--- src/rtl/core/grfc_pkg.sv ---
// grfc_pkg: shared types, widths, reset values and codes of the gaussian row filter
// no dependencies; compile first
`default_nettype none

package grfc_pkg;

  // fixed field widths
  localparam int PIXEL_W        = 8;
  localparam int COL_W          = 12;
  localparam int ROW_WIDTH_W    = 13;
  localparam int RADIUS_W       = 2;
  localparam int WEIGHT_W       = 16;
  localparam int TAP_W          = 3;
  localparam int WEIGHTS_LOW_W  = 64;
  localparam int WEIGHTS_HIGH_W = 48;
  localparam int ACC_W          = 27;
  localparam int FRAC_BITS      = 15;
  localparam int CFG_INDEX_W    = 2;
  localparam int CFG_DATA_W     = 64;

  // default sizing of the top level
  localparam int DEF_MAX_RADIUS    = 3;
  localparam int DEF_MAX_ROW_WIDTH = 4096;

  // register reset values
  localparam logic [ROW_WIDTH_W-1:0]    ROW_WIDTH_RST    = 13'd640;
  localparam logic [RADIUS_W-1:0]       RADIUS_RST       = 2'd1;
  localparam logic [WEIGHTS_LOW_W-1:0]  WEIGHTS_LOW_RST  = 64'h0000_2000_4000_2000;
  localparam logic [WEIGHTS_HIGH_W-1:0] WEIGHTS_HIGH_RST = 48'h0;

  // register indexes
  typedef enum logic [CFG_INDEX_W-1:0] {
    REG_ROW_WIDTH,
    REG_RADIUS,
    REG_WEIGHTS_LOW,
    REG_WEIGHTS_HIGH
  } cfg_reg_t;

  // controller states
  typedef enum logic [1:0] {
    ST_IDLE,
    ST_MAC,
    ST_EMIT
  } grfc_state_t;

  // register file contents
  typedef struct packed {
    logic [ROW_WIDTH_W-1:0]    row_width;
    logic [RADIUS_W-1:0]       radius;
    logic [WEIGHTS_LOW_W-1:0]  weights_low;
    logic [WEIGHTS_HIGH_W-1:0] weights_high;
  } cfg_regs_t;

  // controller to datapath
  typedef struct packed {
    logic load;  // take the input word, shift window, set up the column run
    logic mac;   // accumulate one tap
    logic emit;  // move the finished sum into the output register
  } dp_cmd_t;

  // datapath to controller
  typedef struct packed {
    logic produce;   // the word at the input causes results
    logic tap_last;  // current tap is the last one of the kernel
    logic col_last;  // current column is the last one of the run
    logic out_free;  // output register can take a word this cycle
  } dp_status_t;

endpackage

`default_nettype wire

--- src/rtl/core/grfc_pixel_if.sv ---
// grfc_pixel_if: input pixel channel, valid/ready with one pixel per word
// depends on grfc_pkg
`default_nettype none

interface grfc_pixel_if;
  import grfc_pkg::*;

  logic               valid;
  logic               ready;
  logic [PIXEL_W-1:0] pixel_in;

  modport source (output valid, output pixel_in, input ready);
  modport sink   (input valid, input pixel_in, output ready);
endinterface

`default_nettype wire

--- src/rtl/core/grfc_result_if.sv ---
// grfc_result_if: filtered pixel channel, valid/ready with column and row tags
// depends on grfc_pkg
`default_nettype none

interface grfc_result_if;
  import grfc_pkg::*;

  logic               valid;
  logic               ready;
  logic [PIXEL_W-1:0] pixel_out;
  logic [COL_W-1:0]   out_column;
  logic               row_end;
  logic               run_last;

  modport source (output valid, output pixel_out, output out_column, output row_end,
                  output run_last, input ready);
  modport sink   (input valid, input pixel_out, input out_column, input row_end,
                  input run_last, output ready);
endinterface

`default_nettype wire

--- src/rtl/core/grfc_cfg_if.sv ---
// grfc_cfg_if: configuration write channel, valid/ready with register index and data
// depends on grfc_pkg
`default_nettype none

interface grfc_cfg_if;
  import grfc_pkg::*;

  logic                   valid;
  logic                   ready;
  logic [CFG_INDEX_W-1:0] index;
  logic [CFG_DATA_W-1:0]  data;

  modport source (output valid, output index, output data, input ready);
  modport sink   (input valid, input index, input data, output ready);
endinterface

`default_nettype wire

--- src/rtl/core/grfc_cfg_regs.sv ---
// grfc_cfg_regs: configuration register file written through the config channel
// depends on grfc_pkg
`default_nettype none

module grfc_cfg_regs (
  input  logic                            clk,
  input  logic                            rst,
  input  logic                            wr_valid,
  output logic                            wr_ready,
  input  logic [grfc_pkg::CFG_INDEX_W-1:0] wr_index,
  input  logic [grfc_pkg::CFG_DATA_W-1:0]  wr_data,
  output grfc_pkg::cfg_regs_t             regs
);
  import grfc_pkg::*;

  cfg_reg_t sel;

  assign wr_ready = 1'b1;
  assign sel      = cfg_reg_t'(wr_index);

  always_ff @(posedge clk) begin
    if (rst) begin
      regs.row_width    <= ROW_WIDTH_RST;
      regs.radius       <= RADIUS_RST;
      regs.weights_low  <= WEIGHTS_LOW_RST;
      regs.weights_high <= WEIGHTS_HIGH_RST;
    end else if (wr_valid) begin
      unique case (sel)
        REG_ROW_WIDTH:    regs.row_width    <= wr_data[ROW_WIDTH_W-1:0];
        REG_RADIUS:       regs.radius       <= wr_data[RADIUS_W-1:0];
        REG_WEIGHTS_LOW:  regs.weights_low  <= wr_data[WEIGHTS_LOW_W-1:0];
        REG_WEIGHTS_HIGH: regs.weights_high <= wr_data[WEIGHTS_HIGH_W-1:0];
        default:          regs.radius       <= regs.radius;
      endcase
    end
  end

endmodule

`default_nettype wire

--- src/rtl/core/grfc_ctrl.sv ---
// grfc_ctrl: sequencing state machine (accept, tap accumulation, result hand-off)
// depends on grfc_pkg
`default_nettype none

module grfc_ctrl (
  input  logic                   clk,
  input  logic                   rst,
  input  logic                   in_valid,
  output logic                   in_ready,
  input  grfc_pkg::dp_status_t   status,
  output grfc_pkg::dp_cmd_t      cmd
);
  import grfc_pkg::*;

  grfc_state_t state, state_next;

  always_ff @(posedge clk) begin
    if (rst) begin
      state <= ST_IDLE;
    end else begin
      state <= state_next;
    end
  end

  always_comb begin
    state_next = state;
    cmd        = '0;
    in_ready   = 1'b0;
    unique case (state)
      ST_IDLE: begin
        in_ready = 1'b1;
        if (in_valid) begin
          cmd.load = 1'b1;
          if (status.produce) begin
            state_next = ST_MAC;
          end
        end
      end
      ST_MAC: begin
        cmd.mac = 1'b1;
        if (status.tap_last) begin
          state_next = ST_EMIT;
        end
      end
      ST_EMIT: begin
        // wait for room in the output register
        if (status.out_free) begin
          cmd.emit   = 1'b1;
          state_next = status.col_last ? ST_IDLE : ST_MAC;
        end
      end
      default: state_next = ST_IDLE;
    endcase
  end

endmodule

`default_nettype wire

--- src/rtl/core/grfc_datapath.sv ---
// grfc_datapath: pixel window, column tracking, shared multiply-accumulate, output register
// depends on grfc_pkg
`default_nettype none

module grfc_datapath #(
  parameter int MAX_RADIUS    = grfc_pkg::DEF_MAX_RADIUS,
  parameter int MAX_ROW_WIDTH = grfc_pkg::DEF_MAX_ROW_WIDTH
) (
  input  logic                          clk,
  input  logic                          rst,
  input  grfc_pkg::cfg_regs_t           cfg,
  input  grfc_pkg::dp_cmd_t             cmd,
  output grfc_pkg::dp_status_t          status,
  input  logic [grfc_pkg::PIXEL_W-1:0]  pixel_in,
  output logic                          out_valid,
  input  logic                          out_ready,
  output logic [grfc_pkg::PIXEL_W-1:0]  pixel_out,
  output logic [grfc_pkg::COL_W-1:0]    out_column,
  output logic                          row_end,
  output logic                          run_last
);
  import grfc_pkg::*;

  localparam int WIN_DEPTH = 2 * MAX_RADIUS + 1;
  localparam int WIN_IDX_W = $clog2(WIN_DEPTH);
  localparam int CNT_W     = (MAX_ROW_WIDTH > 1) ? $clog2(MAX_ROW_WIDTH) : 1;
  localparam int CMP_W     = ((CNT_W > ROW_WIDTH_W) ? CNT_W : ROW_WIDTH_W) + 1;
  localparam int PROD_W    = PIXEL_W + WEIGHT_W;

  // window, newest pixel at entry zero
  logic [PIXEL_W-1:0] window [WIN_DEPTH];

  logic [CNT_W-1:0]    column_count;
  logic [CNT_W-1:0]    newest_col;
  logic                last_q;
  logic [RADIUS_W-1:0] r_q;
  logic [RADIUS_W-1:0] k;       // distance of the output column behind the newest
  logic [RADIUS_W-1:0] k_end;
  logic [TAP_W-1:0]    tap;
  logic [ACC_W-1:0]    acc;

  // effective settings and decisions for the incoming word
  logic [CMP_W-1:0]    w_eff;
  logic [CMP_W-1:0]    x_ext;
  logic [RADIUS_W-1:0] r_eff;
  logic                last_now;
  logic                x_lt_r;
  logic [RADIUS_W-1:0] k_start;

  always_comb begin
    if (cfg.row_width == '0) begin
      w_eff = CMP_W'(1);
    end else if (CMP_W'(cfg.row_width) > CMP_W'(MAX_ROW_WIDTH)) begin
      w_eff = CMP_W'(MAX_ROW_WIDTH);
    end else begin
      w_eff = CMP_W'(cfg.row_width);
    end
    r_eff    = (cfg.radius > RADIUS_W'(MAX_RADIUS)) ? RADIUS_W'(MAX_RADIUS) : cfg.radius;
    x_ext    = CMP_W'(column_count);
    last_now = (x_ext + CMP_W'(1)) >= w_eff;
    x_lt_r   = x_ext < CMP_W'(r_eff);
    k_start  = x_lt_r ? RADIUS_W'(column_count) : r_eff;
  end

  // tap sample position, clamped to the row start and the newest pixel
  logic signed [4:0]     d_raw;
  logic [WIN_IDX_W-1:0]  d_sel;
  logic [WEIGHT_W-1:0]   tap_weight;
  logic [WEIGHT_W*7-1:0] weights_all;
  logic [PROD_W-1:0]     product;
  logic [ACC_W-1:0]      acc_sum;

  assign weights_all = {cfg.weights_high, cfg.weights_low};

  always_comb begin
    d_raw = $signed({3'b000, k}) + $signed({3'b000, r_q}) - $signed({2'b00, tap});
    if (d_raw[4]) begin
      d_sel = '0;
    end else if (CMP_W'(d_raw[3:0]) > CMP_W'(newest_col)) begin
      d_sel = WIN_IDX_W'(newest_col);
    end else begin
      d_sel = WIN_IDX_W'(d_raw[3:0]);
    end
    tap_weight = weights_all[tap*WEIGHT_W +: WEIGHT_W];
    product    = PROD_W'(tap_weight) * PROD_W'(window[d_sel]);
    acc_sum    = acc + ACC_W'(product);
  end

  assign status.produce  = last_now || !x_lt_r;
  assign status.tap_last = (tap == {r_q, 1'b0});
  assign status.col_last = (k == k_end);
  assign status.out_free = !out_valid || out_ready;

  always_ff @(posedge clk) begin
    if (cmd.load) begin
      window[0] <= pixel_in;
      for (int i = 1; i < WIN_DEPTH; i++) begin
        window[i] <= window[i-1];
      end
    end
  end

  always_ff @(posedge clk) begin
    if (rst) begin
      column_count <= '0;
    end else if (cmd.load) begin
      column_count <= last_now ? '0 : column_count + CNT_W'(1);
    end
  end

  always_ff @(posedge clk) begin
    if (cmd.load) begin
      newest_col <= column_count;
      last_q     <= last_now;
      r_q        <= r_eff;
      k          <= k_start;
      k_end      <= last_now ? '0 : k_start;
      tap        <= '0;
      acc        <= '0;
    end else if (cmd.mac) begin
      tap <= tap + TAP_W'(1);
      acc <= acc_sum;
    end else if (cmd.emit) begin
      k   <= k - RADIUS_W'(1);
      tap <= '0;
      acc <= '0;
    end
  end

  // output register
  always_ff @(posedge clk) begin
    if (rst) begin
      out_valid <= 1'b0;
    end else if (cmd.emit) begin
      out_valid <= 1'b1;
    end else if (out_ready) begin
      out_valid <= 1'b0;
    end
  end

  always_ff @(posedge clk) begin
    if (cmd.emit) begin
      pixel_out  <= (|acc[ACC_W-1:FRAC_BITS+PIXEL_W]) ? '1 :
                    acc[FRAC_BITS+PIXEL_W-1:FRAC_BITS];
      out_column <= COL_W'(newest_col - CNT_W'(k));
      run_last   <= (k == k_end);
      row_end    <= last_q && (k == k_end);
    end
  end

endmodule

`default_nettype wire

--- src/rtl/core/gaussian_row_filter_clamped.sv ---
// gaussian_row_filter_clamped: top level of the horizontal gaussian row filter
// depends on grfc_pkg, grfc_pixel_if, grfc_result_if, grfc_cfg_if, grfc_cfg_regs,
// grfc_ctrl, grfc_datapath
`default_nettype none

// Horizontal gaussian blur over 8-bit pixels, fed one pixel word per handshake in
// raster order. Each pixel yields the filtered column radius places behind it; the
// first radius pixels of a row yield nothing and the last pixel of a row flushes
// the remaining columns, up to radius+1 result words, the last of them flagged
// run_last and, at the row end, row_end. Samples past either row edge repeat the
// edge pixel. Weights are unsigned Q1.15 (taps 0..3 in weights_low, 4..6 in
// weights_high), the sum is truncated by 15 bits and saturated at 255. Rate: one
// shared 16x8 multiply-accumulate handles one tap per cycle; each result word
// takes its 2*radius+1 taps and then the hand-off into the output register, and
// a pixel takes its accept and then that sequence for each result it causes.
// The output register holds a finished word while the next pixel is accepted; a
// stalled result side holds the sequencer.
// Configuration writes are taken at any time but must only be issued while idle.
module gaussian_row_filter_clamped #(
  parameter int MAX_RADIUS    = grfc_pkg::DEF_MAX_RADIUS,
  parameter int MAX_ROW_WIDTH = grfc_pkg::DEF_MAX_ROW_WIDTH
) (
  input  logic          clk,
  input  logic          rst,
  grfc_cfg_if.sink      cfg,
  grfc_pixel_if.sink    pixels,
  grfc_result_if.source results
);
  import grfc_pkg::*;

  cfg_regs_t  regs;
  dp_cmd_t    cmd;
  dp_status_t status;

  // register file, always ready
  grfc_cfg_regs u_cfg_regs (
    .clk      (clk),
    .rst      (rst),
    .wr_valid (cfg.valid),
    .wr_ready (cfg.ready),
    .wr_index (cfg.index),
    .wr_data  (cfg.data),
    .regs     (regs)
  );

  // sequencer: accept a word, run taps, hand each column off
  grfc_ctrl u_ctrl (
    .clk      (clk),
    .rst      (rst),
    .in_valid (pixels.valid),
    .in_ready (pixels.ready),
    .status   (status),
    .cmd      (cmd)
  );

  // window, column count, multiply-accumulate and output register
  grfc_datapath #(
    .MAX_RADIUS    (MAX_RADIUS),
    .MAX_ROW_WIDTH (MAX_ROW_WIDTH)
  ) u_datapath (
    .clk        (clk),
    .rst        (rst),
    .cfg        (regs),
    .cmd        (cmd),
    .status     (status),
    .pixel_in   (pixels.pixel_in),
    .out_valid  (results.valid),
    .out_ready  (results.ready),
    .pixel_out  (results.pixel_out),
    .out_column (results.out_column),
    .row_end    (results.row_end),
    .run_last   (results.run_last)
  );

endmodule

`default_nettype wire
--- src/flat_wrapper.sv ---
// flat-port wrapper written by rule: the top's interface ports become plain ports
module gaussian_row_filter_clamped_flat import grfc_pkg::*;
#(
  parameter int MAX_RADIUS    = grfc_pkg::DEF_MAX_RADIUS,
  parameter int MAX_ROW_WIDTH = grfc_pkg::DEF_MAX_ROW_WIDTH
)
  (clk, rst, cfg_valid, cfg_index, cfg_data, cfg_ready, pixels_valid, pixels_pixel_in, pixels_ready, results_valid, results_pixel_out, results_out_column, results_row_end, results_run_last, results_ready);
  grfc_cfg_if cfg_i ();
  grfc_pixel_if pixels_i ();
  grfc_result_if results_i ();
  input  logic clk;
  input  logic rst;
  input wire logic [$bits(cfg_i.valid)-1:0] cfg_valid;
  input wire logic [$bits(cfg_i.index)-1:0] cfg_index;
  input wire logic [$bits(cfg_i.data)-1:0] cfg_data;
  output wire logic [$bits(cfg_i.ready)-1:0] cfg_ready;
  input wire logic [$bits(pixels_i.valid)-1:0] pixels_valid;
  input wire logic [$bits(pixels_i.pixel_in)-1:0] pixels_pixel_in;
  output wire logic [$bits(pixels_i.ready)-1:0] pixels_ready;
  output wire logic [$bits(results_i.valid)-1:0] results_valid;
  output wire logic [$bits(results_i.pixel_out)-1:0] results_pixel_out;
  output wire logic [$bits(results_i.out_column)-1:0] results_out_column;
  output wire logic [$bits(results_i.row_end)-1:0] results_row_end;
  output wire logic [$bits(results_i.run_last)-1:0] results_run_last;
  input wire logic [$bits(results_i.ready)-1:0] results_ready;
  assign cfg_i.valid = cfg_valid;
  assign cfg_i.index = cfg_index;
  assign cfg_i.data = cfg_data;
  assign cfg_ready = cfg_i.ready;
  assign pixels_i.valid = pixels_valid;
  assign pixels_i.pixel_in = pixels_pixel_in;
  assign pixels_ready = pixels_i.ready;
  assign results_valid = results_i.valid;
  assign results_pixel_out = results_i.pixel_out;
  assign results_out_column = results_i.out_column;
  assign results_row_end = results_i.row_end;
  assign results_run_last = results_i.run_last;
  assign results_i.ready = results_ready;
  gaussian_row_filter_clamped #(.MAX_RADIUS(MAX_RADIUS), .MAX_ROW_WIDTH(MAX_ROW_WIDTH)) u_core (.clk(clk), .rst(rst), .cfg(cfg_i), .pixels(pixels_i), .results(results_i));
endmodule
--- config.mk ---
export PLATFORM = sky130hd
export DESIGN_NAME = gaussian_row_filter_clamped_flat
export DESIGN_NICKNAME = d
export VERILOG_FILES = /design/src/rtl/core/grfc_pkg.sv /design/src/rtl/core/grfc_pixel_if.sv /design/src/rtl/core/grfc_result_if.sv /design/src/rtl/core/grfc_cfg_if.sv /design/src/rtl/core/grfc_cfg_regs.sv /design/src/rtl/core/grfc_ctrl.sv /design/src/rtl/core/grfc_datapath.sv /design/src/rtl/core/gaussian_row_filter_clamped.sv /design/src/flat_wrapper.sv
export SDC_FILE = /design/constraint.sdc
export NUM_CORES = 1
export LEC_CHECK = 0
export BUFFER_PORTS_ARGS = -buffer_cell sky130_fd_sc_hd__buf_2
export CAP_MARGIN = 20
export CORE_ASPECT_RATIO = 2
export CORE_UTILIZATION = 50
export CTS_CLUSTER_SIZE = 30
export DETAILED_ROUTE_END_ITERATION = 16
export PLACE_DENSITY_LB_ADDON = 0.25
export SETUP_SLACK_MARGIN = 0.5
export SLEW_MARGIN = 25
export SYNTH_ARGS = -nofsm -noshare
export SYNTH_HDL_FRONTEND = slang
export SYNTH_HIERARCHICAL = 1
export SYNTH_SLANG_ARGS = --single-unit
--- constraint.sdc ---
create_clock -name clk -period 13 [get_ports clk]
set_input_delay 1.3 -clock clk [delete_from_list [all_inputs] [get_ports clk]]
set_output_delay 1.3 -clock clk [all_outputs]
set_load 0.05 [all_outputs]
# ---- After elaboration in Yosys (flattened, before gate mapping)
# Memory sizes are Yosys's and may differ from the RTL's.
# Cells that the tools add are included.
dict set report totals {
  ff_bits 213
  ram_bits 56
  inputBits 79
  output_inout_bits 25
  wordCells 94
  n_memories 1
}
dict set report op_classes {
  n_addsub 8
  n_mul 1
  order_cmp 5
  eq_ne 12
  n_shift 1
  muxes 30
  n_reduce_logical 18
}
# name words width read_ports rd_clocked_by_memory_dff wr line
set memory_table {}
lappend memory_table {u_core.u_datapath.window 7 8 7 0 7 grfc_datapath.sv:31} ;# logic [PIXEL_W-1:0] window [WIN_DEPTH];
# operator count
set ops {}
lappend ops {{$shiftx 112x8->16} 1}
lappend ops {{$mux 27} 2}
lappend ops {{$add 27x24->27} 1}
lappend ops {{$mux 13} 2}
lappend ops {{$mul 16x8->24} 1}
lappend ops {{$mux 2} 9}
lappend ops {{$ge 13x14->1} 1}
lappend ops {{$add 12x1->13 const B} 1}
lappend ops {{$gt 13x13->1 const B} 1}
lappend ops {{$logic_not 13->1} 1}
lappend ops {{$add 12x1->12 const B} 1}
lappend ops {{$gt 4x12->1} 1}
lappend ops {{$lt 12x2->1} 1}
lappend ops {{$mux 12} 1}
lappend ops {{$mux 3} 4}
lappend ops {{$sub 12x2->12} 1}
lappend ops {{$mux 1} 11}
lappend ops {{$reduce_and 2->1} 5}
lappend ops {{$ne 2x1->1 const B} 4}
lappend ops {{$eq 2x2->1 const B} 3}
lappend ops {{$pmux 2 s3} 1}
lappend ops {{$reduce_bool 2->1} 3}
lappend ops {{$eq 2x1->1 const B} 2}
lappend ops {{$logic_not 2->1} 2}
lappend ops {{13 further kinds} 15}

# ---- Depth between registers and ports, before layout
# An unclocked memory read counts as a cell.
dict set report logic_depth {
  depth_word 9
  ltp_mapped 37
  mapped_depth_nobuf 32
}

# ---- Modules after synthesis
# The synthesis kept the hierarchy.
# mod n_inst cells_each area_each_um2 seq_area_each_um2
set by_module_without_submodules {}
lappend by_module_without_submodules {grfc_datapath 1 1235 12296.8 3773.6}
lappend by_module_without_submodules {grfc_cfg_regs 1 496 5367.6 2542.4}
lappend by_module_without_submodules {grfc_ctrl 1 15 133.9 40.0}

# ---- Worst setup path after synthesis
# No wires, ideal clock.
dict set report synth_timing {
  kind {register to register}
  start {register u_core.u_datapath.k[1]}
  end {register u_core.u_datapath.acc[25]}
  setup_ps 117
  arrival_ps 8333
  path_slack_ps 4550
  path_stages_with_launch 34
  n_path_buf 3
  period_less_slack_ps 8450
  path_cell_list {edfxtp_1 > inv_1 > fa_1 > inv_1 > ha_1 > a21o_1 > a21o_1 > clkbuf_1 > inv_1 > ha_1 > nand4_1 > and3_1 > o21a_1 > buf_6 > mux2i_1 > nand3_1 > o22a_1 > buf_6 > a21oi_1 > fa_1 > fa_1 > fa_1 > inv_1 > fa_1 > inv_1 > ha_1 > a2111oi_2 > and3_1 > a211oi_2 > o311ai_4 > a21oi_2 > or3_4 > a221o_1 > a32o_1}
}
dict set report synth_between {
  elab_chain_cells 9
}
# item line
set synth_rtl {}
lappend synth_rtl {{start, declared} grfc_datapath.sv:37} ;# logic [RADIUS_W-1:0] k;
lappend synth_rtl {{start signal, assigned} grfc_datapath.sv:116} ;# k <= k_start;
lappend synth_rtl {{start signal, assigned} grfc_datapath.sv:124} ;# k <= k - RADIUS_W'(1);
lappend synth_rtl {{$add 2x2->3 *} grfc_datapath.sv:76} ;# d_raw = $signed({3'b000, k}) + $signed({3'b000, r_q}) - $signed({2'b00, tap});
lappend synth_rtl {{$sub 3x3->4 *} grfc_datapath.sv:76}
lappend synth_rtl {{$gt 4x12->1} grfc_datapath.sv:79} ;# end else if (CMP_W'(d_raw[3:0]) > CMP_W'(newest_col)) begin
lappend synth_rtl {{$mux 3} grfc_datapath.sv:79}
lappend synth_rtl {{$mux 3 *} grfc_datapath.sv:77} ;# if (d_raw[4]) begin
lappend synth_rtl {{$mem_v2 7x8 *} n/a}
lappend synth_rtl {{$mul 16x8->24 *} grfc_datapath.sv:85} ;# product = PROD_W'(tap_weight) * PROD_W'(window[d_sel]);
lappend synth_rtl {{$add 27x24->27 *} grfc_datapath.sv:86} ;# acc_sum = acc + ACC_W'(product);
lappend synth_rtl {{$mux 27 *} grfc_datapath.sv:120} ;# end else if (cmd.mac) begin
lappend synth_rtl {{end signal, assigned} grfc_datapath.sv:122} ;# acc <= acc_sum;
lappend synth_rtl {{end, declared} grfc_datapath.sv:40} ;# logic [ACC_W-1:0] acc;
# Every way passes the cells marked *; elsewhere a longest branch is shown, timed or not.
# A chain may end at the register's enable or synchronous reset.

# ---- Worst setup path in the final report
dict set report layout_timing {
  start {register u_core.u_datapath.tap[2]}
  end {register u_core.u_datapath.acc[26]}
}
dict set report layout_between {
  elab_chain_cells 8
  word_cells_on_any_way 9
  classes_between {add/sub (2); mul (1); order compare (1); shift (1); mux (3); memory (1)}
}
# item line
set layout_rtl {}
lappend layout_rtl {{start, declared} grfc_datapath.sv:39} ;# logic [TAP_W-1:0] tap;
lappend layout_rtl {{start signal, assigned} grfc_datapath.sv:121} ;# tap <= tap + TAP_W'(1);
lappend layout_rtl {{$sub 3x3->4} grfc_datapath.sv:76}
lappend layout_rtl {{$gt 4x12->1} grfc_datapath.sv:79}
lappend layout_rtl {{$mux 3} grfc_datapath.sv:79}
lappend layout_rtl {{$mux 3} grfc_datapath.sv:77}
lappend layout_rtl {{$mem_v2 7x8} n/a}
lappend layout_rtl {{$mul 16x8->24 *} grfc_datapath.sv:85}
lappend layout_rtl {{$add 27x24->27 *} grfc_datapath.sv:86}
lappend layout_rtl {{$mux 27 *} grfc_datapath.sv:120}
# Marked as above.

==> reports/results.ini <==
[run_status]
status=completed

[yosys]
synth_warnings=6
synth-async-reset-ratio_pct=0
netlist_area_mm2=0.01780
synth_edf_count=97
yosysTopAreaCell=dfxtp_1
ys_top_cells_by_count=inv_1, nand2b_1, dfxtp_1
netlist_instances=1746
ys.flop_type=dfxtp_1
synth-seq-area-share_pct=35.71
syn_nets=2009
ys_ff_latch=269
synth_cell_type_count=76
syn_area_per_cell_um2=10.19
synth_top_area_share_pct=19.35
synth_area_leaders=dfxtp_1, edfxtp_1, fa_1, mux2i_1, nand2b_1

[drt]
antenna_left=0
via_count=12710
drtIter0Drc=546
drt-pass1-iter-count=5
wl_per_cell_um=19.59
drt_wl_total_um=44490
drcViolationCount=0
viasPerCell=5.595

[final_layout]
final_nets=2070
areaGrowthSynthToFinish_pct=8.429
seqCellArea_mm2=0.006359
fillers=3090
final_layout_size_suffix_gt1_share_pct=11.34
multi_input_area_mm2=0.01014
diodes=0

[timing]
hold_ws_ns=0.4504
post-route-min-period_ns=10.42
rsz0062_at_grt=no
clock_skew_ns=0.01510
relSlewSlack_pct=26.83
slew_violations=0
fin_crit_sh_pct=80.15
finalSetupViolCount=0
fmax_mhz=95.97
tightest_slew_ns=1.097
setup_tns_ns=0
hold_viol_final=0

[die]
fp.dieArea_mm2=0.03640
die_y_um=268.8
initial_core_util_pct=50.74
io_pins=104
dieWidth_um=135.4
core_mm2=0.03507
core.rowCount=97

[pwr]
power_mw=4.941
pwr-share-seq_pct=21.4
pwr-share-comb_pct=63.6
clkPwrFrac_pct=14.9
peakVddDrop_mv=0.1762
power.density_mw_per_mm2=256.0
p_int_mw=2.524
leakagePower_nw=8.356
p_sw_mw=2.417
swShare_pct=48.92

[worst_setup_path]
slowest_stage=a21oi_1
cp_common_cell=inv_1
critPathMaxFanout=26
path_buf_inv=5
worst_setup_path_start_kind=register
worstSetupPathType=reg -> reg
required_ns=13.48
cp-end-kind=register
crit_path_max_incr_delay_ns=0.90
cpLargestDelayFamily=compound AO/OA/AOI/OAI gates
worstPathArrival_ns=10.90

[clocking]
cts-htree-levels=1
root_buffer=clkbuf_16
cts_num_sinks=269
cts_inserted_buffers=26
cts.repair.resized=0
clk_path_buf_depth=3
cts_tree=built
post_cts_buffers=0
ctsHoldBuffers=0
clk_pin_slew_worst_paths_ns=0.06
insertion_delay_ns=0.56

[placement]
io_buffers=102
finalWeightedCongestion=0.9261
place_hpwl_um=33280

[run]
cap_violations=0

[hold_path]
min_path_type=reg -> reg

[global_route]
grt_pass1_vias=13190
grt_antenna_before_repair=1
overflow=0
grt_usage_pct=25.28
grt_max_degree=124
grt_first_pass_wirelength_um=69770

[placed cells by master (no fill, tap or decap), types with 5 or more instances in the layout]
cell / n
o21a_1: 7
nand3_1: 19
xor2_1: 18
dfxtp_1: 170
o21ai_0: 72
clkbuf_16: 26
nor2_1: 81
inv_1: 193
o22a_1: 6
ha_1: 75
edfxtp_1: 97
buf_4: 24
clkinv_1: 7
xnor2_1: 25
a21o_1: 33
fa_1: 109
nand4b_1: 5
nand4_1: 8
a21boi_0: 30
mux2i_1: 165
nor4_1: 6
buf_2: 101
o221ai_1: 7
nand2_1: 64
mux4_2: 16
a21oi_1: 118
nand2b_1: 193
a211oi_1: 5
and3_1: 10
a31oi_1: 6
a21boi_1: 22
nor3_1: 19
nor2b_1: 6
[metal layers]
| metal | part of all wire [%] | track usage (%) |
|---|---|---|
| met1 | 35 | 25.42 |
| met2 | 53 | 47.14 |
| met3 | 3.5 | 2.651 |
| met4 | 8.3 | 19.10 |
| met5 | 0.022 | 0 |
[power groups by stage]
stage / clock [mW] / sequential [mW] / combinational [mW]
detailed placement: 0 / 1.08 / 3.12
floorplan: 0 / 1.06 / 2.39
finish: 0.738 / 1.06 / 3.14
global route: 0.786 / 1.07 / 3.53
CTS: 0.756 / 1.06 / 3.14
global placement: 0 / 1.07 / 3.08
[flip-flops by register name, indices dropped and copies added, names as in the netlist]
name                            cells
u_core/u_datapath/row_end           1
u_core/u_datapath/out_column       12
u_core/u_datapath/r_q               2
u_core/u_datapath/window           56
u_core/u_datapath/k                 2
u_core/u_datapath/acc              27
u_core/u_datapath/pixel_out         8
u_core/u_datapath/last_q            1
u_core/u_datapath/k_end             2
u_core/u_datapath/tap               3
u_core/u_datapath/newest_col       12
u_core/u_ctrl/state                 2
u_core/u_datapath/out_valid         1
u_core/u_datapath/run_last          1
u_core/u_cfg_regs/regs            127
u_core/u_datapath/column_count     12
[final cells by class]
cell class / instances / area share [%]
clock buffers: 31 / 3.572
clock inverters: 16 / 0.6678
inverters: 193 / 3.754
multi-input cells: 1191 / 52.56
flip-flops and latches: 269 / 32.95
well taps: 445 / 2.885
repair buffers: 126 / 3.611
[logic make-up (layout without fill, tap and decap cells)]
group,count (synthesis),after routing,share of synthesized area [%]
simple gates,435,435,13.32
compound gates,344,344,12.28
buf+inv,286,366,7.395
flops,269,269,35.71
fa+ha+maj,184,184,17.53
mux,184,184,11.62
xor+xnor,43,43,2.116
other cells,1,1,0.02107
[path summary, 6_finish.rpt]
kind                                                     start  slack (ns)  cells after the start                              to
worst min register to register  u_core/u_datapath/window[5][2]        0.45                      0  u_core/u_datapath/window[6][2]
worst max-delay path                  u_core/u_datapath/tap[2]        2.58                     28       u_core/u_datapath/acc[26]
worst max register to register        u_core/u_datapath/tap[2]        2.58                     28       u_core/u_datapath/acc[26]
worst min-delay path            u_core/u_datapath/window[5][2]        0.45                      0  u_core/u_datapath/window[6][2]
[through the flow]
step / std cells / setup WS (ns) / area (um2) / utilization, %
CTS: 2271 / 2.669 / 19290 / 55.01
global route: 2271 / 1.895 / 19300 / 55.02
floorplan: 1746 / 4.550 / 17800 / -
global placement: 2224 / 3.025 / 18470 / 52.66
finish: 2271 / 2.580 / 19300 / 55.02
detailed placement: 2224 / 2.734 / 18480 / 52.68
(Power assumes the default switching activity.)
